===== config.mk =====
export PLATFORM = sky130hd
export DESIGN_NAME = pedal_sample_to_midi_value
export DESIGN_NICKNAME = d
export VERILOG_FILES = /design/src/design/pstm_pkg.sv /design/src/design/pstm_cfg_regs.sv /design/src/design/pstm_divider.sv /design/src/design/pstm_datapath.sv /design/src/design/pstm_ctrl.sv /design/src/design/pedal_sample_to_midi_value.sv
export SDC_FILE = /design/constraint.sdc
export NUM_CORES = 1
export LEC_CHECK = 0
export BUFFER_PORTS_ARGS = -buffer_cell sky130_fd_sc_hd__buf_2
export CAP_MARGIN = 0
export CORE_MARGIN = 1
export CORE_UTILIZATION = 40
export CTS_CLUSTER_SIZE = 24
export DETAILED_ROUTE_END_ITERATION = 8
export PLACE_DENSITY = 0.56
export RECOVER_POWER = 25
export SYNTH_ARGS = -nofsm -noshare
export SYNTH_HDL_FRONTEND = slang
export SYNTH_SLANG_ARGS = --single-unit

===== constraint.sdc =====
create_clock -name clk -period 9.1 [get_ports clk]
set_input_delay 0.91 -clock clk [delete_from_list [all_inputs] [get_ports clk]]
set_output_delay 0.91 -clock clk [all_outputs]
set_load 0.05 [all_outputs]

===== src/design/pstm_pkg.sv =====
// Shared types and constants for the pedal sample to MIDI value block.
// Used by every module of the block; no dependencies.
`timescale 1ns / 1ps
`default_nettype none
package pstm_pkg;

  localparam int RAW_W   = 12;
  localparam int VAL_W   = 7;
  localparam int TIME_W  = 32;
  localparam int DIV_W   = 19;  // holds (raw span) * 127
  localparam int IDX_W   = 3;
  localparam int PROD_W  = 2 * VAL_W;
  localparam int RECIP_W = 15;
  localparam int SCL_W   = PROD_W + RECIP_W;

  localparam logic [RAW_W-1:0]  RAW_MAX      = 12'hFFF;
  localparam logic [RAW_W-1:0]  MIN_SPAN     = 12'd8;
  localparam logic [RAW_W-1:0]  FULL_SCALE   = 12'd127;
  localparam logic [VAL_W-1:0]  VAL_MAX      = 7'd127;
  localparam logic [7:0]        NOTHING_SENT = 8'hFF;
  localparam logic [TIME_W-1:0] THROTTLE_MS  = 32'd25;
  localparam logic [IDX_W-1:0]  TOP_BIT      = 3'd6;

  // floor(p / 127) == (p * 16514) >> 21 for every p up to 127 * 127
  localparam logic [RECIP_W-1:0] RECIP_127   = 15'd16514;
  localparam int                 RECIP_SHIFT = 21;

  // message kinds
  localparam logic [1:0] KIND_NONE = 2'd0;
  localparam logic [1:0] KIND_CC   = 2'd1;
  localparam logic [1:0] KIND_PC   = 2'd2;

  // register indexes
  localparam logic [2:0] REG_CAL_LOW  = 3'd0;
  localparam logic [2:0] REG_CAL_HIGH = 3'd1;
  localparam logic [2:0] REG_KIND     = 3'd2;
  localparam logic [2:0] REG_PARAM_A  = 3'd3;
  localparam logic [2:0] REG_PARAM_B  = 3'd4;
  localparam logic [2:0] REG_PARAM_C  = 3'd5;
  localparam logic [2:0] REG_CHANNEL  = 3'd6;

  typedef struct packed {
    logic [RAW_W-1:0] cal_low_point;
    logic [RAW_W-1:0] cal_high_point;
    logic [1:0]       message_kind;
    logic [VAL_W-1:0] param_a;
    logic [VAL_W-1:0] param_b;
    logic [VAL_W-1:0] param_c;
    logic [7:0]       midi_channel;
  } cfg_t;

  typedef struct packed {
    logic             capture;   // input transaction taken
    logic             prep;      // clamp and load the division
    logic             div_step;  // one restoring step of the divider
    logic             mul;       // range multiply
    logic             scale;     // divide the range product by 127
    logic             finish;    // decide and write the output register
    logic [IDX_W-1:0] bit_idx;   // quotient bit of this step
  } cmd_t;

  typedef struct packed {
    logic out_free;
  } status_t;

endpackage
`default_nettype wire


===== src/design/pstm_cfg_regs.sv =====
// Configuration registers behind an APB-style port.
// Depends on pstm_pkg.
`timescale 1ns / 1ps
`default_nettype none
module pstm_cfg_regs import pstm_pkg::*; (
  input  wire logic        clk,
  input  wire logic        rst,
  input  wire logic        psel,
  input  wire logic        penable,
  input  wire logic        pwrite,
  input  wire logic [4:0]  paddr,
  input  wire logic [31:0] pwdata,
  output logic      [31:0] prdata,
  output cfg_t             cfg
);

  logic [2:0] reg_idx;
  logic       wr_en;

  assign reg_idx = paddr[4:2];
  assign wr_en   = psel && penable && pwrite;

  always_ff @(posedge clk) begin
    if (rst) begin
      cfg.cal_low_point  <= '0;
      cfg.cal_high_point <= RAW_MAX;
      cfg.message_kind   <= KIND_NONE;
      cfg.param_a        <= '0;
      cfg.param_b        <= '0;
      cfg.param_c        <= VAL_MAX;
      cfg.midi_channel   <= 8'd1;
    end else if (wr_en) begin
      case (reg_idx)
        REG_CAL_LOW:  cfg.cal_low_point  <= pwdata[RAW_W-1:0];
        REG_CAL_HIGH: cfg.cal_high_point <= pwdata[RAW_W-1:0];
        REG_KIND:     cfg.message_kind   <= pwdata[1:0];
        REG_PARAM_A:  cfg.param_a        <= pwdata[VAL_W-1:0];
        REG_PARAM_B:  cfg.param_b        <= pwdata[VAL_W-1:0];
        REG_PARAM_C:  cfg.param_c        <= pwdata[VAL_W-1:0];
        REG_CHANNEL:  cfg.midi_channel   <= pwdata[7:0];
        default: ;
      endcase
    end
  end

  always_comb begin
    case (reg_idx)
      REG_CAL_LOW:  prdata = {20'd0, cfg.cal_low_point};
      REG_CAL_HIGH: prdata = {20'd0, cfg.cal_high_point};
      REG_KIND:     prdata = {30'd0, cfg.message_kind};
      REG_PARAM_A:  prdata = {25'd0, cfg.param_a};
      REG_PARAM_B:  prdata = {25'd0, cfg.param_b};
      REG_PARAM_C:  prdata = {25'd0, cfg.param_c};
      REG_CHANNEL:  prdata = {24'd0, cfg.midi_channel};
      default:      prdata = '0;
    endcase
  end

endmodule
`default_nettype wire


===== src/design/pstm_divider.sv =====
// Restoring divider for the calibration scaling, one quotient bit per step,
// seven-bit quotient. The caller guarantees num < 128 * den. Depends on pstm_pkg.
`timescale 1ns / 1ps
`default_nettype none
module pstm_divider import pstm_pkg::*; (
  input  wire logic             clk,
  input  wire logic             load,
  input  wire logic [DIV_W-1:0] num,
  input  wire logic [RAW_W-1:0] den,
  input  wire logic             step,
  input  wire logic [IDX_W-1:0] idx,
  output logic      [VAL_W-1:0] quot
);

  logic [DIV_W-1:0] rem;
  logic [RAW_W-1:0] den_r;
  logic [DIV_W-1:0] trial;

  assign trial = DIV_W'(den_r) << idx;

  always_ff @(posedge clk) begin
    if (load) begin
      rem   <= num;
      den_r <= den;
      quot  <= '0;
    end else if (step && rem >= trial) begin
      rem       <= rem - trial;
      quot[idx] <= 1'b1;
    end
  end

endmodule
`default_nettype wire


===== src/design/pstm_datapath.sv =====
// Datapath: held sample, calibration scaling, range mapping, throttle and
// the output register. Driven by pstm_ctrl; uses pstm_divider and pstm_pkg.
`timescale 1ns / 1ps
`default_nettype none
module pstm_datapath import pstm_pkg::*; (
  input  wire logic        clk,
  input  wire logic        rst,
  input  wire cmd_t        cmd,
  output status_t          status,
  input  wire cfg_t        cfg,
  input  wire logic [15:0] in_sample,
  input  wire logic        in_read_ok,
  input  wire logic [31:0] in_time,
  output logic             m_tvalid,
  input  wire logic        m_tready,
  output logic [31:0]      m_tdata,
  output logic [1:0]       m_tuser
);

  logic [RAW_W-1:0]  held;
  logic [TIME_W-1:0] t_cur;
  logic [RAW_W-1:0]  lo_s, hi_s;
  logic              narrow;
  logic [VAL_W-1:0]  v1_r;
  logic              asc_r;
  logic [VAL_W-1:0]  last_val;   // last taken value
  logic              none_sent;  // nothing taken since reset
  logic [TIME_W-1:0] last_time;

  // prep stage
  logic [RAW_W-1:0] span, r_clamp, x;
  logic [DIV_W-1:0] n_first;
  assign span    = hi_s - lo_s;
  assign r_clamp = (held < lo_s) ? lo_s : ((held > hi_s) ? hi_s : held);
  assign x       = r_clamp - lo_s;
  assign n_first = {x, 7'd0} - DIV_W'(x);

  // range mapping
  logic [VAL_W-1:0]  v1, v2, diff;
  logic              asc;
  logic [PROD_W-1:0] prod, prod_r;
  logic [SCL_W-1:0]  prod_scaled;
  logic [VAL_W-1:0]  scaled_val;
  logic [VAL_W-1:0]  quot;

  always_comb begin
    case (cfg.message_kind)
      KIND_CC: begin
        v1 = cfg.param_b;
        v2 = cfg.param_c;
      end
      KIND_PC: begin
        v1 = cfg.param_a;
        v2 = cfg.param_b;
      end
      default: begin
        v1 = '0;
        v2 = VAL_MAX;
      end
    endcase
  end
  assign asc  = v2 >= v1;
  assign diff = asc ? (v2 - v1) : (v1 - v2);
  assign prod = PROD_W'(quot) * PROD_W'(diff);

  // divide by 127 through a reciprocal multiply
  assign prod_scaled = SCL_W'(prod_r) * SCL_W'(RECIP_127);

  pstm_divider u_div (
    .clk  (clk),
    .load (cmd.prep),
    .num  (n_first),
    .den  (span),
    .step (cmd.div_step),
    .idx  (cmd.bit_idx),
    .quot (quot)
  );

  // final decision
  logic [VAL_W-1:0]  mapped;
  logic [TIME_W-1:0] elapsed;
  logic              take, send;
  logic [4:0]        chan;

  assign mapped  = narrow ? '0 : (asc_r ? (v1_r + scaled_val) : (v1_r - scaled_val));
  assign elapsed = t_cur - last_time;
  assign take    = (none_sent || mapped != last_val) && (elapsed >= THROTTLE_MS);
  assign send    = take && (cfg.message_kind == KIND_CC || cfg.message_kind == KIND_PC);
  assign chan    = (cfg.midi_channel == 8'd0) ? 5'd1 :
                   ((cfg.midi_channel > 8'd16) ? 5'd16 : cfg.midi_channel[4:0]);

  assign status.out_free = !m_tvalid || m_tready;

  always_ff @(posedge clk) begin
    if (cmd.capture) begin
      t_cur <= in_time;
      lo_s  <= (cfg.cal_high_point < cfg.cal_low_point) ? cfg.cal_high_point
                                                         : cfg.cal_low_point;
      hi_s  <= (cfg.cal_high_point < cfg.cal_low_point) ? cfg.cal_low_point
                                                         : cfg.cal_high_point;
    end
    if (cmd.prep) begin
      narrow <= span < MIN_SPAN;
    end
    if (cmd.mul) begin
      prod_r <= prod;
      v1_r   <= v1;
      asc_r  <= asc;
    end
    if (cmd.scale) begin
      scaled_val <= prod_scaled[RECIP_SHIFT +: VAL_W];
    end
    if (cmd.finish) begin
      m_tuser <= {send && cfg.message_kind == KIND_PC, send};
      m_tdata <= {1'b0, held,
                  send ? mapped : 7'd0,
                  (send && cfg.message_kind == KIND_CC) ? cfg.param_a : 7'd0,
                  send ? chan : 5'd0};
    end
  end

  always_ff @(posedge clk) begin
    if (rst) begin
      held      <= '0;
      last_val  <= '0;
      none_sent <= 1'b1;
      last_time <= '0;
      m_tvalid  <= 1'b0;
    end else begin
      if (cmd.capture && in_read_ok) begin
        held <= (in_sample[15:12] != 4'd0) ? RAW_MAX : in_sample[RAW_W-1:0];
      end
      if (cmd.finish && take) begin
        last_val  <= mapped;
        none_sent <= 1'b0;
        last_time <= t_cur;
      end
      if (cmd.finish) begin
        m_tvalid <= 1'b1;
      end else if (m_tready) begin
        m_tvalid <= 1'b0;
      end
    end
  end

endmodule
`default_nettype wire


===== src/design/pstm_ctrl.sv =====
// Controller state machine: sequences capture, scaling division, range
// multiply, reciprocal scaling and the final decision. Depends on pstm_pkg.
`timescale 1ns / 1ps
`default_nettype none
module pstm_ctrl import pstm_pkg::*; (
  input  wire logic    clk,
  input  wire logic    rst,
  input  wire logic    s_tvalid,
  output logic         s_tready,
  input  wire status_t status,
  output cmd_t         cmd
);

  localparam logic [2:0] ST_IDLE  = 3'd0;
  localparam logic [2:0] ST_PREP  = 3'd1;
  localparam logic [2:0] ST_DIV1  = 3'd2;
  localparam logic [2:0] ST_MUL   = 3'd3;
  localparam logic [2:0] ST_SCALE = 3'd4;
  localparam logic [2:0] ST_FIN   = 3'd5;

  logic [2:0]       state, state_next;
  logic [IDX_W-1:0] cnt, cnt_next;

  assign s_tready = (state == ST_IDLE);

  always_comb begin
    state_next   = state;
    cnt_next     = cnt;
    cmd          = '0;
    cmd.bit_idx  = cnt;
    case (state)
      ST_IDLE: begin
        if (s_tvalid) begin
          cmd.capture = 1'b1;
          state_next  = ST_PREP;
        end
      end
      ST_PREP: begin
        cmd.prep   = 1'b1;
        cnt_next   = TOP_BIT;
        state_next = ST_DIV1;
      end
      ST_DIV1: begin
        cmd.div_step = 1'b1;
        cnt_next     = cnt - 3'd1;
        if (cnt == '0) state_next = ST_MUL;
      end
      ST_MUL: begin
        cmd.mul    = 1'b1;
        state_next = ST_SCALE;
      end
      ST_SCALE: begin
        cmd.scale  = 1'b1;
        state_next = ST_FIN;
      end
      ST_FIN: begin
        // hold here while the previous result is still unread
        if (status.out_free) begin
          cmd.finish = 1'b1;
          state_next = ST_IDLE;
        end
      end
      default: state_next = ST_IDLE;
    endcase
  end

  always_ff @(posedge clk) begin
    if (rst) begin
      state <= ST_IDLE;
      cnt   <= '0;
    end else begin
      state <= state_next;
      cnt   <= cnt_next;
    end
  end

endmodule
`default_nettype wire


===== src/design/pedal_sample_to_midi_value.sv =====
// Pedal sample to MIDI value: top level.
// Instantiates pstm_cfg_regs, pstm_ctrl and pstm_datapath; depends on pstm_pkg.
//
// Input stream (s_*): one ADC sample per transaction with its read-ok flag in
// s_tuser and the millisecond timestamp in s_tdata. Output stream (m_*): one
// result per input, carrying the send flag and message kind in m_tuser and
// channel, controller, value and the held raw sample in m_tdata.
// Configuration registers sit on the APB-style port at byte address 4*i and
// are to be written only while the block is idle; the block does not enforce it.
// From input transaction to output valid, the controller clamps and loads the
// divider, runs seven divider steps for the calibration scaling, then the range
// multiply, the multiply by the reciprocal of 127 and the write of the output
// register. One item is processed at a time; the next input is taken the cycle
// after the current item has been written to the output register.
// A stalled receiver holds the output register; a finished item waits in the
// controller until the register frees, and no input is taken meanwhile.
// Reset clears the held sample, marks no value as sent and restores the
// register defaults; no clearing pass is needed.
`timescale 1ns / 1ps
`default_nettype none
module pedal_sample_to_midi_value import pstm_pkg::*; (
  input  wire logic        clk,
  input  wire logic        rst,
  input  wire logic        s_tvalid,
  output logic             s_tready,
  input  wire logic [47:0] s_tdata,   // [15:0] sample, [47:16] time_ms
  input  wire logic        s_tuser,   // [0] read_ok
  output logic             m_tvalid,
  input  wire logic        m_tready,
  output logic      [31:0] m_tdata,   // [4:0] channel_out, [11:5] controller_out,
                                      // [18:12] value_out, [30:19] held_raw
  output logic      [1:0]  m_tuser,   // [0] send_valid, [1] send_kind
  input  wire logic        psel,
  input  wire logic        penable,
  input  wire logic        pwrite,
  input  wire logic [4:0]  paddr,
  input  wire logic [31:0] pwdata,
  output logic      [31:0] prdata,
  output logic             pready
);

  cfg_t    cfg;
  cmd_t    cmd;
  status_t status;

  assign pready = 1'b1;

  pstm_cfg_regs u_cfg (
    .clk     (clk),
    .rst     (rst),
    .psel    (psel),
    .penable (penable),
    .pwrite  (pwrite),
    .paddr   (paddr),
    .pwdata  (pwdata),
    .prdata  (prdata),
    .cfg     (cfg)
  );

  pstm_ctrl u_ctrl (
    .clk      (clk),
    .rst      (rst),
    .s_tvalid (s_tvalid),
    .s_tready (s_tready),
    .status   (status),
    .cmd      (cmd)
  );

  pstm_datapath u_dp (
    .clk        (clk),
    .rst        (rst),
    .cmd        (cmd),
    .status     (status),
    .cfg        (cfg),
    .in_sample  (s_tdata[15:0]),
    .in_read_ok (s_tuser),
    .in_time    (s_tdata[47:16]),
    .m_tvalid   (m_tvalid),
    .m_tready   (m_tready),
    .m_tdata    (m_tdata),
    .m_tuser    (m_tuser)
  );

endmodule
`default_nettype wire

---- After elaboration in Yosys (flattened, before gate mapping) ----
Index checks and enable logic that the tools add are counted.
cells by class
  mux-type cells .......................... 32
  bitwise operators ....................... 2
  reduce and logical (&&, ||, !) cells .... 32
  eq/ne operators ......................... 17
  multipliers ............................. 2
  $add $sub $neg .......................... 10
  shift operators ......................... 1
  order comparisons ....................... 10
operators with widths
  kind                      number
  $pmux W12 S7              1
  $mux W12                  5
  $mux W19                  2
  $ge A32 B5 Y1 const B     1
  $sub A32 B32 Y32          1
  $pmux W7 S2               2
  $mul A14 B14 Y27 const B  1
  $lt A12 B12 Y1            2
  $sub A12 B12 Y12          2
  $mux W7                   3
  $sub A7 B7 Y7             3
  $ge A19 B19 Y1            1
  $shl A12 B3 Y19           1
  $sub A19 B12 Y19          1
  $sub A19 B19 Y19          1
  $pmux W3 S6               1
  $eq A3 B3 Y1 const B      5
  $mul A7 B7 Y14            1
  $reduce_and A2 Y1         7
  $eq A3 B2 Y1 const B      4
  $gt A12 B12 Y1            1
  $lt A12 B4 Y1 const B     1
  $mux W1                   12
  $logic_and A1 B1 Y1       10
  27 further kinds          37
storage, ports and cells
  word-level logic and storage cells ...... 137
  register bits after elaboration ......... 271

---- Logic depth before layout (Yosys ltp) ----
Gate-level depths: netlist of the first run.
  word-level depth ........................ 9
  gate-level depth with buffers ........... 35
  depth with buffers taken out ............ 35

---- Hierarchy ----
Synthesis of the first run repeated with hierarchy kept, for this count alone.
unflattened totals
  cells, all modules ...................... 2,189
  area, all modules ....................... 20,390.8 µm²
by module, submodules not included
  module                      times used  cells each  sequential area each (µm²)  area an instance (µm²)
  pstm_datapath               1           1,513       4,634.4                     14,167.3
  pstm_cfg_regs               1           323         1,101.1                     2,927.8
  pstm_divider                1           306         1,071.0                     2,880.3
  pstm_ctrl                   1           45          120.1                       404.1
  pedal_sample_to_midi_value  1           2           0.0                         11.3

---- Worst setup path before layout of the first run ----
No wires, ideal clock.
  kind .................................... flip-flop to flip-flop
  start ................................... register u_cfg.cfg[29] (netlist name)
  end ..................................... register u_dp.prod_r[13] (data pin)
  library setup time ...................... 266 ps
  buffers on the path ..................... 2
  required time ........................... 8,834 ps
  cell stages (with the launch flop) ...... 32
  setup slack ............................. 1,360 ps
  arrival time ............................ 7,474 ps
  path through ............................ dfxtp_1 -> inv_1 -> ha_1 -> clkbuf_1 -> a22oi_1 -> or2_2 -> ha_1 -> clkbuf_1 -> and2_1 -> and2_1 -> a31oi_1 -> nand2b_1 -> o21ai_1 -> inv_1 -> mux2i_1 -> a311o_1 -> a211oi_1 -> nand2_1 -> fa_1 -> fa_1 -> inv_1 -> fa_1 -> inv_1 -> fa_1 -> inv_1 -> ha_1 -> a21oi_1 -> o21bai_1 -> a21oi_1 -> o21ai_0 -> o41ai_1 -> xnor2_1
between the ends
  longest elaborated chain between the ends .. 5
  elaborated cells between the ends (all ways) .. 9
  those cells by class .................... 2 x add/sub; 1 x mul; 1 x order compare; 2 x eq/ne; 3 x mux
ends and longest elaborated chain
  item                                                 RTL line              text
  $eq A2 B2 Y1 / $eq A2 B1 Y1 (equally long branches)  pstm_datapath.sv:47   case (cfg.message_kind)
  $pmux W7 S2                                          pstm_datapath.sv:47
  $ge A7 B7 Y1 (*)                                     pstm_datapath.sv:62   assign asc = v2 >= v1;
  named net u_dp.asc                                   pstm_datapath.sv:40   logic asc;
  $mux W7 (*)                                          pstm_datapath.sv:63   assign diff = asc ? (v2 - v1) : (v1 - v2);
  $mul A7 B7 Y14 (*)                                   pstm_datapath.sv:64   assign prod = PROD_W'(quot) * PROD_W'(diff);
  named net u_dp.prod[13]                              pstm_datapath.sv:41   logic [PROD_W-1:0] prod, prod_r;
  end signal, assigned                                 pstm_datapath.sv:106  prod_r <= prod;
  end, declared                                        pstm_datapath.sv:41
The timed path passes the listed nets; every way through them passes the cells marked *.
A chain may end at the register's enable or synchronous reset.

---- Worst setup path in the final report of the first run ----
  start ................................... register u_cfg.cfg[30] (netlist name)
  end ..................................... register u_dp.prod_r[13] (data pin)
between the ends
  longest elaborated chain between the ends .. 5
  elaborated cells between the ends (all ways) .. 9
  those cells by class .................... 2 x add/sub; 1 x mul; 1 x order compare; 2 x eq/ne; 3 x mux
ends and longest elaborated chain
  item                                                  RTL line
  $eq A2 B2 Y1 / $eq A2 B1 Y1 (equally long branches)   pstm_datapath.sv:47
  $pmux W7 S2                                           pstm_datapath.sv:47
  $sub A7 B7 Y7 / $ge A7 B7 Y1 (equally long branches)  pstm_datapath.sv:63, pstm_datapath.sv:62
  $mux W7 (*)                                           pstm_datapath.sv:63
  $mul A7 B7 Y14 (*)                                    pstm_datapath.sv:64
  named net u_dp.prod[13]                               pstm_datapath.sv:41
Marked as above.

==> results of run 1 <==
-- cell usage in the layout, fill, tap and decap left out, types with 9 or more instances in the layout --
cell	instances
ha_1	215
nor2_1	178
inv_1	168
a21oi_1	154
edfxtp_1	150
nand2_1	125
o21ai_0	125
dfxtp_1	121
buf_2	95
mux2i_1	63
nand3_1	59
nor3_1	56
xnor2_1	53
nor2b_1	52
and2_1	42
clkbuf_16	37
clkbuf_1	35
nand2b_1	33
mux2_2	33
fa_1	31
a21o_1	27
xor2_1	27
a211o_1	26
and3_1	23
o21a_1	22
conb_1	22
a211oi_1	19
o211ai_1	19
or2_2	19
a31oi_1	18
a22oi_1	17
nand4_1	16
nor4_1	13
or3_1	13
buf_4	12
a221oi_1	10
o31ai_1	9
or4_1	9
-- power by group through the flow --
| stage | sequential (W) | combinational, W | clock, W |
|---|---|---|---|
| final | 0.00159 | 0.00216 | 0.00139 |
| after global routing | 0.00160 | 0.00245 | 0.00147 |
| after CTS | 0.00159 | 0.00216 | 0.00143 |
| after detailed placement | 0.00161 | 0.00214 | 0 |
| after global placement | 0.00161 | 0.00210 | 0 |
| after floorplan | 0.00156 | 0.00171 | 0 |
-- state kept, by name, indices dropped and copies added, names as in the netlist, 2 cells and up --
signal	count
u_cfg.cfg	55
u_dp.lo_s	12
u_dp.m_tuser	2
u_dp.hi_s	12
u_dp.scaled_val	7
u_dp.prod_r	14
u_dp.last_time	32
u_ctrl.state	3
u_dp.u_div.den_r	12
u_dp.m_tdata	31
u_dp.u_div.quot	7
u_ctrl.cnt	3
u_dp.t_cur	32
u_dp.v1_r	7
u_dp.held	12
u_dp.last_val	7
u_dp.u_div.rem	19
-- final timing paths --
kind	endpoint	from	depth (start not counted)	slack (ns)
setup / recovery	u_dp.prod_r[13]	u_cfg.cfg[30]	29	0.79
hold / removal	u_dp.none_sent	u_dp.none_sent	2	0.47
setup reg to reg	u_dp.prod_r[13]	u_cfg.cfg[30]	29	0.79
hold reg to reg	u_dp.none_sent	u_dp.none_sent	2	0.47
-- through the flow --
stage / hold WS (ns) / instances / utilization / worst slack (ns)
2_1_floorplan: 0.4441 / 2209 / - / 1.360
5_1_grt: 0.4977 / 2959 / 0.4527 / 0.1828
3_3_place_gp: 0.4564 / 2897 / 0.4302 / 0.6647
3_5_place_dp: 0.4671 / 2897 / 0.4302 / 0.4548
6_report: 0.4726 / 2959 / 0.4527 / 0.7857
4_1_cts: 0.4746 / 2959 / 0.4534 / 0.4341
-- area by class of cell --
class                      count  area (sq um)
fill                        4790         26960
sequential                   271          6927
tap                          664         830.8
clock buffer                  50          1005
inverter                     168         630.6
timing repair buffer         132         659.4
multi-input combinational   1662         12110
clock inverter                12         137.6
-- worst max-delay path: cells and delay by family (launching register included) --
family / cells / cell delay [ns]
simple gates: 6 / 1.12
buf+inv: 4 / 0.21
fa+ha+maj: 7 / 3.27
flops: 1 / 0.34
xor+xnor: 1 / 0.11
compound gates: 11 / 3.01
-- metal layers --
layer	routed length (microns)	vias to the layer above
met4	1376	0
met1	25030	7663
met2	23260	364
met5	0	-
li1	-	8064
met3	2459	75
-- cell families (layout without fill, tap and decap cells) --
family                     Yosys count  after routing  synth area share
and+or+nand+nor                    668            668            0.1663
AOI/OAI and AO/OA                  544            544            0.1762
buffers and inverters              276            362           0.05739
DFF                                271            271            0.3449
adders and majority gates          249            249            0.1666
muxes                               99             99           0.05327
xor gates and xnor gates            80             80           0.03489
other                                2             22         0.0003740
-- timing repair --
action | CTS | global route
endpoints found under the setup margin | 0 | 3
setup buffers | 0 | 0
hold buffers | 0 | 0
resized for setup | 0 | 3
==> summary.md, run 1 <==
| Metric | Value |
|---|---|
| Critical path data arrival time | `8.60 ns` |
| Synth top area share | `0.2243` |
| Clock Skew | `0.01542 ns` |
| Total Power | `0.005142 W` |
| Final hold vios | `0` |
| Total global routing overflow | `0` |
| Layout area overhead | `11.04%` |
| Period utilisation layout | `0.9137` |
| Failing checks | `capacitance limit, slew limit` |
| Root Driver | `clkbuf_16` |
| Leakage Power | `9.090 nW` |
| PortBufs | `117` |
| Startpoint Class | `register` |
| Initial antenna violation count | `0` |
| Htree depth | `2` |
| Starting Density | `0.4077` |
| Detail Route Antenna Nets | `0` |
| CTS Sinks | `271` |
| Synth warnings | `0` |
| Largest area contributor in the netlist | `edfxtp_1` |
| Core Rows | `81` |
| Final Max Slew Viols | `121` |
| CTS tree | `done` |
| Initial DRC Count | `1098` |
| Post-Syn Instances | `2189` |
| Die Ht | `226.1 microns` |
| Biggest cell delay along the critical path | `0.55 ns` |
| Fin crit period | `8.314 ns` |
| Gr busiest metal | `met2` |
| Critical path fanouts, max | `21` |
| Peak VDD IR | `158.9 uV` |
| Crit Path Class | `register to register` |
| Vias per cell | `5.463` |
| Syn_area_per_cell | `9.173 sq um` |
| Pint | `0.003231 W` |
| Setup tns final | `0 ns` |
| P per Cell Area | `230.6 nW/um^2` |
| GP Congestion | `0.8744` |
| Tot GR Track Use | `0.2065` |
| Slew Limit Headroom | `-1.749` |
| Final nets | `2610` |
| Fmax achieved | `120.3 MHz` |
| HP Class | `register to register` |
| Slowest cell on the critical path | `fa_1` |
| Met2 Track Usage GR | `0.3302` |
| Clk buf depth | `3` |
| Clock Power Share | `0.271` |
| Post-synthesis sequential area ratio | `0.3449` |
| Fraction of registers with async set/reset | `0` |
| Clk Latency, worst-skew pair | `0.54 ns` |
| Routed len/inst | `17.61 microns` |
| Worst setup EP type | `register` |
| Ratio of cells with drive above 1 in the final layout | `0.1015` |
| Worst-path clk slew | `0.06 ns` |
| CP required | `9.38 ns` |
| Vias | `16170` |
| Routed WL | `52120 microns` |
| Combinational share of power | `0.420` |
| Tightest Pin Transition | `4.123 ns` |
| Core ar. | `49250 sq um` |
| Sw frac | `0.3717` |
| Boundary Pins | `162` |
| DIE WIDTH | `226.1 microns` |
| Switching power | `0.001911 W` |
| Largest net degree at the start of global routing | `89` |
| Count of different cell masters after synthesis | `85` |
| Cell Area, Synth | `20080 sq um` |
| Max_cap viols | `2` |
| Met3 Track Usage GR | `0.03097` |
| 1st-pass router iterations | `5` |
| First-pass GRT wire length | `84210 microns` |
| Inserted Clock Buffers | `34` |
| Sequential share of power | `0.309` |
| Most common cell in the netlist | `ha_1` |
| #FFs+latches synth | `271` |
| Die ar. | `51100 sq um` |
| Dpl hpwl | `39560 microns` |
| Ant diodes | `0` |
| Top cells by area, synth | `edfxtp_1 (22%), ha_1 (14%), dfxtp_1 (12%), a21oi_1 (3.8%), nor2_1 (3.3%)` |
| DRC | `0` |
| Met1 GRT Util | `0.2858` |
| RSZ-0062 raised after global routing | `false` |
| Vias in the first global route | `15670` |
| Post-route design area | `22300 sq um` |
| Outcome | `finished, violations left` |
| Area post-placement | `21190 sq um` |
| Top cells by count, synth | `ha_1 (217), nor2_1 (179), inv_1 (168)` |
| Final setup vio count | `0` |
| Post-synth EDFFs | `150` |
| Primary FF master, synth | `edfxtp_1` |
Note: power is estimated with default switching activity, not from simulation.
==> run 2: changes to the inputs <==
==> constraint.sdc (replaced) <==
create_clock -name clk -period 10.7 [get_ports clk]
set_input_delay 1.07 -clock clk [delete_from_list [all_inputs] [get_ports clk]]
set_output_delay 1.07 -clock clk [all_outputs]
set_load 0.05 [all_outputs]
==> run 2 against run 1 <==
Compared with the run above:
- the run still ends with capacitance limit, slew limit left
- sequential share of layout area grew 0.077 points
- combinational power fell by 15%
- clock power decreased by 19%
- via count increased by 0.28%
- non-clock buffer count unchanged
- worst hold slack worse by 0.00098 ns
- clock skew rose by 0.016 ns
- total power decreased by 16%
- core utilization down 0.11 points
- global-route usage decreased by 0.19 points
- sequential cell count stayed put
- count of clock-buffer cells in the layout down 2
==> summary.md, run 2 (same netlist as run 1, synthesis figures left out) <==
| Metric | Value |
|---|---|
| Outcome | `finished, violations left (unchanged)` |
| Failing checks | `capacitance limit, slew limit (unchanged)` |
| Biggest register | `u_cfg.cfg (unchanged)` |
| Slew Limit Headroom | `-1.758 (was -1.749)` |
| Setup Buffers After CTS | `0 (unchanged)` |
| Final Max Slew Viols | `178 (was 121)` |
| Core ar. | `49250 sq um (unchanged)` |
| Commonest non-fill, non-tap cell in the layout | `ha_1 (unchanged)` |
| Die ar. | `51100 sq um (unchanged)` |
| Crit Path Class | `register to register (unchanged)` |
| Initial DRC Count | `1136 (was 1098)` |
| Largest register FFs | `55 (unchanged)` |
| Final hold vios | `0 (unchanged)` |
| Final setup vio count | `0 (unchanged)` |
| Routed WL | `51450 microns (was 52120 microns)` |
| Crit path buf inv count | `4 (unchanged)` |
| Clk Latency, worst-skew pair | `0.54 ns (about the same)` |
| Crit path max-delay family | `adder cells (unchanged)` |
| RSZ-0062 raised after global routing | `false (unchanged)` |
| Vias in the first global route | `15540 (was 15670)` |
| Met2 Track Usage GR | `0.3257 (was 0.3302)` |
| 1st-pass router iterations | `6 (was 5)` |
| Total global routing overflow | `0 (unchanged)` |
| Layout Utilization | `0.4516 (was 0.4527)` |
| Ant diodes | `0 (unchanged)` |
| CTS Sinks | `271 (unchanged)` |
| Starting Density | `0.4077 (unchanged)` |
| DIE WIDTH | `226.1 microns (unchanged)` |
| Layout area overhead | `10.76% (was 11.04%)` |
| Htree depth | `2 (unchanged)` |
| Clk buf depth | `3 (unchanged)` |
| Total Power | `0.004309 W (was 0.005142 W)` |
| Final std cells w/o fill | `2958 (was 2959)` |
| Clock Skew | `0.03112 ns (was 0.01542 ns)` |
| Tot GR Track Use | `0.2046 (was 0.2065)` |
| Setup tns final | `0 ns (unchanged)` |
| Peak VDD IR | `94.73 uV (was 158.9 uV)` |
| Final nets | `2610 (unchanged)` |
| Vias | `16210 (was 16170)` |
| Ratio of cells with drive above 1 in the final layout | `0.1064 (was 0.1015)` |
| Critical path data arrival time | `8.99 ns (was 8.60 ns)` |
| Core Rows | `81 (unchanged)` |
| Worst setup EP type | `register (unchanged)` |
| FILL cells | `4855 (was 4790)` |
| Dpl hpwl | `39120 microns (was 39560 microns)` |
| Root Driver | `clkbuf_16 (unchanged)` |
| P per Cell Area | `193.7 nW/um^2 (was 230.6 nW/um^2)` |
| Leakage Power | `9.113 nW (was 9.090 nW)` |
| Post-CTS sizing | `0 (unchanged)` |
| Post-route design area | `22240 sq um (was 22300 sq um)` |
| Detail Route Antenna Nets | `0 (unchanged)` |
| Worst-path clk slew | `0.06 ns (about the same)` |
| Startpoint Class | `register (unchanged)` |
| Initial antenna violation count | `0 (unchanged)` |
| Critical path fanouts, max | `21 (unchanged)` |
| Hold buffer count at CTS | `0 (unchanged)` |
| Largest registers | `u_cfg.cfg x55, u_dp.last_time x32, u_dp.t_cur x32 (unchanged)` |
| Inserted Clock Buffers | `34 (unchanged)` |
| Largest net degree at the start of global routing | `91 (was 89)` |
| Fmax achieved | `114.6 MHz (was 120.3 MHz)` |
| GP Congestion | `0.8943 (was 0.8744)` |
| First-pass GRT wire length | `83160 microns (was 84210 microns)` |
| Biggest cell delay along the critical path | `0.72 ns (was 0.55 ns)` |
| Met1 GRT Util | `0.2793 (was 0.2858)` |
| PortBufs | `117 (unchanged)` |
| Most frequent cells in the layout | `ha_1 (217), nor2_1 (178), inv_1 (168) (was ha_1 (215), nor2_1 (178), inv_1 (168))` |
| HP Class | `register to register (unchanged)` |
| DRC | `0 (unchanged)` |
| Placed cells | `2897 (unchanged)` |
| Period utilisation layout | `0.8158 (was 0.9137)` |
| Max_cap viols | `3 (was 2)` |
| Gr busiest metal | `met2 (unchanged)` |
| Boundary Pins | `162 (unchanged)` |
| Die Ht | `226.1 microns (unchanged)` |
| Tightest Pin Transition | `4.136 ns (was 4.123 ns)` |
| CTS tree | `done (unchanged)` |
| Vias per cell | `5.480 (was 5.463)` |
| Area post-placement | `21190 sq um (unchanged)` |
| Routed len/inst | `17.39 microns (was 17.61 microns)` |
| CP required | `10.96 ns (was 9.38 ns)` |
| Fin crit period | `8.729 ns (was 8.314 ns)` |
| Slowest cell on the critical path | `a211oi_1 (was fa_1)` |
| Met3 Track Usage GR | `0.03903 (was 0.03097)` |
## run 2: worst min-delay path: stages (launching register included)
cell and delay, ns:
dfxtp_1 0.30, o21ai_0 0.07, nand2b_1 0.05
## run 2: path summary, 6_finish.rpt
check	from	endpoint	slack, ns	cells past startpoint
worst max-delay path	u_cfg.cfg[29]	u_dp.prod_r[13]	1.97	28
worst min-delay path	u_dp.none_sent	u_dp.none_sent	0.47	2
worst max register to register	u_cfg.cfg[29]	u_dp.prod_r[13]	1.97	28
worst min register to register	u_dp.none_sent	u_dp.none_sent	0.47	2
## run 2: layout make-up
class | count | area (sq um) | share of cell area
flip-flops and latches | 271 | 6927 | 0.3114
well taps | 664 | 830.8 | 0.03735
clock inverters | 13 | 122.6 | 0.005513
inverters | 168 | 630.6 | 0.02835
multi-input cells | 1662 | 12100 | 0.5439
clock buffers | 48 | 954.7 | 0.04292
repair buffers | 132 | 679.4 | 0.03055
## run 2: report_power, final
part	switching [W]	internal, W
logic	0.00108	0.000756
clock network	0.000450	0.000672
registers	0.0000860	0.00127
total	0.00161	0.00270
## run 2: through the flow
stage	setup slack [ns]	hold WS, ns
final	1.971	0.4716
after global routing	1.135	0.4963
after CTS	1.968	0.4716
after detailed placement	2.012	0.4611
after global placement	2.175	0.4588
after floorplan	2.960	0.4441
## run 2: metal layers
layer | share of wire | up-vias
li1 | - | 8059
met1 | 0.47 | 7671
met2 | 0.45 | 402
met3 | 0.055 | 79
met4 | 0.026 | 0
met5 | 0 | -
==> run 3: changes to the inputs <==
--- a/config.mk
+++ b/config.mk
@@ -11,7 +11,7 @@
 export CORE_UTILIZATION = 40
 export CTS_CLUSTER_SIZE = 24
 export DETAILED_ROUTE_END_ITERATION = 8
-export PLACE_DENSITY = 0.56
+export PLACE_DENSITY = 0.58
 export RECOVER_POWER = 25
 export SYNTH_ARGS = -nofsm -noshare
 export SYNTH_HDL_FRONTEND = slang
==> constraint.sdc (replaced) <==
create_clock -name clk -period 7 [get_ports clk]
set_input_delay 0.7 -clock clk [delete_from_list [all_inputs] [get_ports clk]]
set_output_delay 0.7 -clock clk [all_outputs]
set_load 0.05 [all_outputs]
==> run 3 against run 2 <==
Compared with the run above:
- the flow now finishes without violations
- core utilization rose by 1.6 points
- clock power rose by 50%
- routed wire length grew 1.4%
- first-iteration DRC count is 3.1% lower
- final cell count is 2.2% higher
- critical endpoint is now u_dp.prod_r[12]
- register-to-register slack lost 1.8 ns
- worst setup slack worse by 1.8 ns
- count of clock-buffer cells in the layout rose by 2
- combinational power grew 62%
- sequential cell count stayed put
- worst hold slack worse by 0.14 ns
- critical path type unchanged
- sequential power rose by 53%
- largest power group unchanged
==> summary.md, run 3 (same netlist as run 1, synthesis figures left out) <==
| Metric | Value |
|---|---|
| Inserted Clock Buffers | `34 (unchanged)` |
| Combinational share of power | `0.442 (was 0.425)` |
| Crit Path Class | `register to register (unchanged)` |
| Routed WL | `52180 microns (was 51450 microns)` |
| Slew Limit Headroom | `0.2059 (was -1.758)` |
| CP required | `7.27 ns (was 10.96 ns)` |
| Most frequent cells in the layout | `ha_1 (206), nor2_1 (176), inv_1 (161) (was ha_1 (217), nor2_1 (178), inv_1 (168))` |
| Tightest Pin Transition | `1.180 ns (was 4.136 ns)` |
| FILL cells | `4756 (was 4855)` |
| Placed cells | `2948 (was 2897)` |
| Critical path fanouts, max | `5 (was 21)` |
| Slowest cell on the critical path | `fa_1 (was a211oi_1)` |
| Ratio of cells with drive above 1 in the final layout | `0.1515 (was 0.1064)` |
| DRC | `0 (unchanged)` |
| Largest register FFs | `55 (unchanged)` |
| Total Power | `0.006718 W (was 0.004309 W)` |
| Htree depth | `2 (unchanged)` |
| Clock Skew | `0.02635 ns (was 0.03112 ns)` |
| Clk buf depth | `3 (unchanged)` |
| Sw frac | `0.3759 (was 0.3743)` |
| Vias per cell | `5.395 (was 5.480)` |
| Layout area overhead | `14.62% (was 10.76%)` |
| Sequential share of power | `0.307 (was 0.314)` |
| Core ar. | `49250 sq um (unchanged)` |
| Final hold vios | `0 (unchanged)` |
| Core Rows | `81 (unchanged)` |
| Biggest register | `u_cfg.cfg (unchanged)` |
| Peak VDD IR | `186.3 uV (was 94.73 uV)` |
| HP Class | `input port to register (was register to register)` |
| Starting Density | `0.4077 (unchanged)` |
| Fmax achieved | `147.1 MHz (was 114.6 MHz)` |
| Final setup vio count | `0 (unchanged)` |
| PortBufs | `117 (unchanged)` |
| Period utilisation layout | `0.9714 (was 0.8158)` |
| Outcome | `finished clean (was finished, violations left)` |
| GP Congestion | `0.9351 (was 0.8943)` |
| RSZ-0062 raised after global routing | `true (was false)` |
| 1st-pass router iterations | `6 (unchanged)` |
| Final Max Slew Viols | `0 (was 178)` |
| Die Ht | `226.1 microns (unchanged)` |
| Worst-path clk slew | `0.06 ns (about the same)` |
| Clock Power Share | `0.251 (was 0.260)` |
| Critical path data arrival time | `7.07 ns (was 8.99 ns)` |
| Startpoint Class | `register (unchanged)` |
| Total global routing overflow | `0 (unchanged)` |
| Area post-placement | `21660 sq um (was 21190 sq um)` |
| First-pass GRT wire length | `83770 microns (was 83160 microns)` |
| Routed len/inst | `17.27 microns (was 17.39 microns)` |
| Setup tns final | `0 ns (unchanged)` |
| Largest registers | `u_cfg.cfg x55, u_dp.last_time x32, u_dp.t_cur x32 (unchanged)` |
| Dpl hpwl | `39870 microns (was 39120 microns)` |
| Leakage Power | `9.467 nW (was 9.113 nW)` |
| Switching power | `0.002525 W (was 0.001613 W)` |
| Die ar. | `51100 sq um (unchanged)` |
| P per Cell Area | `291.9 nW/um^2 (was 193.7 nW/um^2)` |
| Commonest non-fill, non-tap cell in the layout | `ha_1 (unchanged)` |
| Crit path max-delay family | `adder cells (unchanged)` |
| Boundary Pins | `162 (unchanged)` |
| Initial antenna violation count | `2 (was 0)` |
| Root Driver | `clkbuf_16 (unchanged)` |
| Biggest cell delay along the critical path | `0.51 ns (was 0.72 ns)` |
| Max_cap viols | `0 (was 3)` |
| DIE WIDTH | `226.1 microns (unchanged)` |
| Final nets | `2673 (was 2610)` |
| CTS Sinks | `271 (unchanged)` |
| Vias | `16300 (was 16210)` |
| Fin crit period | `6.800 ns (was 8.729 ns)` |
| Crit path buf inv count | `8 (was 4)` |
| Detail Route Antenna Nets | `0 (unchanged)` |
| Post-route design area | `23020 sq um (was 22240 sq um)` |
| Final std cells w/o fill | `3022 (was 2958)` |
| Worst setup EP type | `register (unchanged)` |
| Clk Latency, worst-skew pair | `0.54 ns (about the same)` |
| Largest net degree at the start of global routing | `88 (was 91)` |
| Vias in the first global route | `15780 (was 15540)` |
| CTS tree | `done (unchanged)` |
| Tot GR Track Use | `0.2053 (was 0.2046)` |
| Pint | `0.004193 W (was 0.002696 W)` |
| Initial DRC Count | `1101 (was 1136)` |
## run 3: changes by cell type in the layout (fill, tap and decap cells not counted), moves of 5 or more
cell	delta
a21oi_1	-5
a21oi_2	+5
buf_4	+64
ha_1	-11
ha_4	+11
inv_1	-7
inv_2	+7
o21ai_0	-5
## run 3: power by group through the flow
stage | logic (W) | registers, W | clock network [W]
after global routing | 0.00334 | 0.00208 | 0.00179
after detailed placement | 0.00286 | 0.00210 | 0
after floorplan | 0.00224 | 0.00203 | 0
after global placement | 0.00282 | 0.00209 | 0
after CTS | 0.00292 | 0.00206 | 0.00173
final | 0.00297 | 0.00206 | 0.00168
## run 3: area by class of cell
type | count | area (sq um) | share of cell area
Multi-Input combinational cell | 1662 | 12370 | 0.5376
Inverter | 168 | 630.6 | 0.02740
Tap cell | 664 | 830.8 | 0.03609
Clock buffer | 50 | 970.9 | 0.04218
Timing Repair Buffer | 195 | 1185 | 0.05148
Sequential cell | 271 | 6932 | 0.3012
Antenna cell | 2 | 5.005 | 0.0002174
Clock inverter | 10 | 88.84 | 0.003860
## run 3: routing by layer
metal  vias to the layer above  share of wire  wire length [microns]  track usage
met5                         -              0                      0            0
met4                         0          0.021                   1117      0.06212
met3                        65          0.040                   2097      0.02394
met2                       323           0.46                  23800       0.3347
met1                      7743           0.48                  25170       0.2838
li1                       8173              -                      -            -
## run 3: stage by stage
| stage | utilization | setup WS (ns) | hold WS, ns |
|---|---|---|---|
| 2_1_floorplan | - | 0.005925 | 0.4441 |
| 3_5_place_dp | 0.4398 | -0.1948 | 0.4607 |
| 3_3_place_gp | 0.4398 | -0.06079 | 0.4556 |
| 5_1_grt | 0.4673 | -0.08743 | 0.3061 |
| 6_report | 0.4673 | 0.2000 | 0.3317 |
| 4_1_cts | 0.4642 | 0.001022 | 0.2982 |
## run 3: worst paths after layout
kind | slack [ns] | cells after the start | end | start
max | 0.20 | 33 | u_dp.prod_r[12] | u_cfg.cfg[30]
min | 0.33 | 1 | u_dp.t_cur[28] | s_tdata[44]
max reg2reg | 0.20 | 33 | u_dp.prod_r[12] | u_cfg.cfg[30]
min reg2reg | 0.47 | 2 | u_dp.none_sent | u_dp.none_sent
## run 3: what timing repair did
action,4_1_cts,5_1_grt
buffers inserted,7,5
endpoints found under the setup margin,3,6
hold buffers,0,0
gates resized for setup,20,24
pin swaps,21,45
## run 3: worst reg2reg max path: cells and delay by family (launching register included)
family / cells / cell delay, ns
DFF: 1 / 0.32
xor gates and xnor gates: 1 / 0.12
and+or+nand+nor: 7 / 0.85
adders and majority gates: 7 / 2.67
AOI/OAI and AO/OA: 10 / 1.88
buffers and inverters: 8 / 0.70
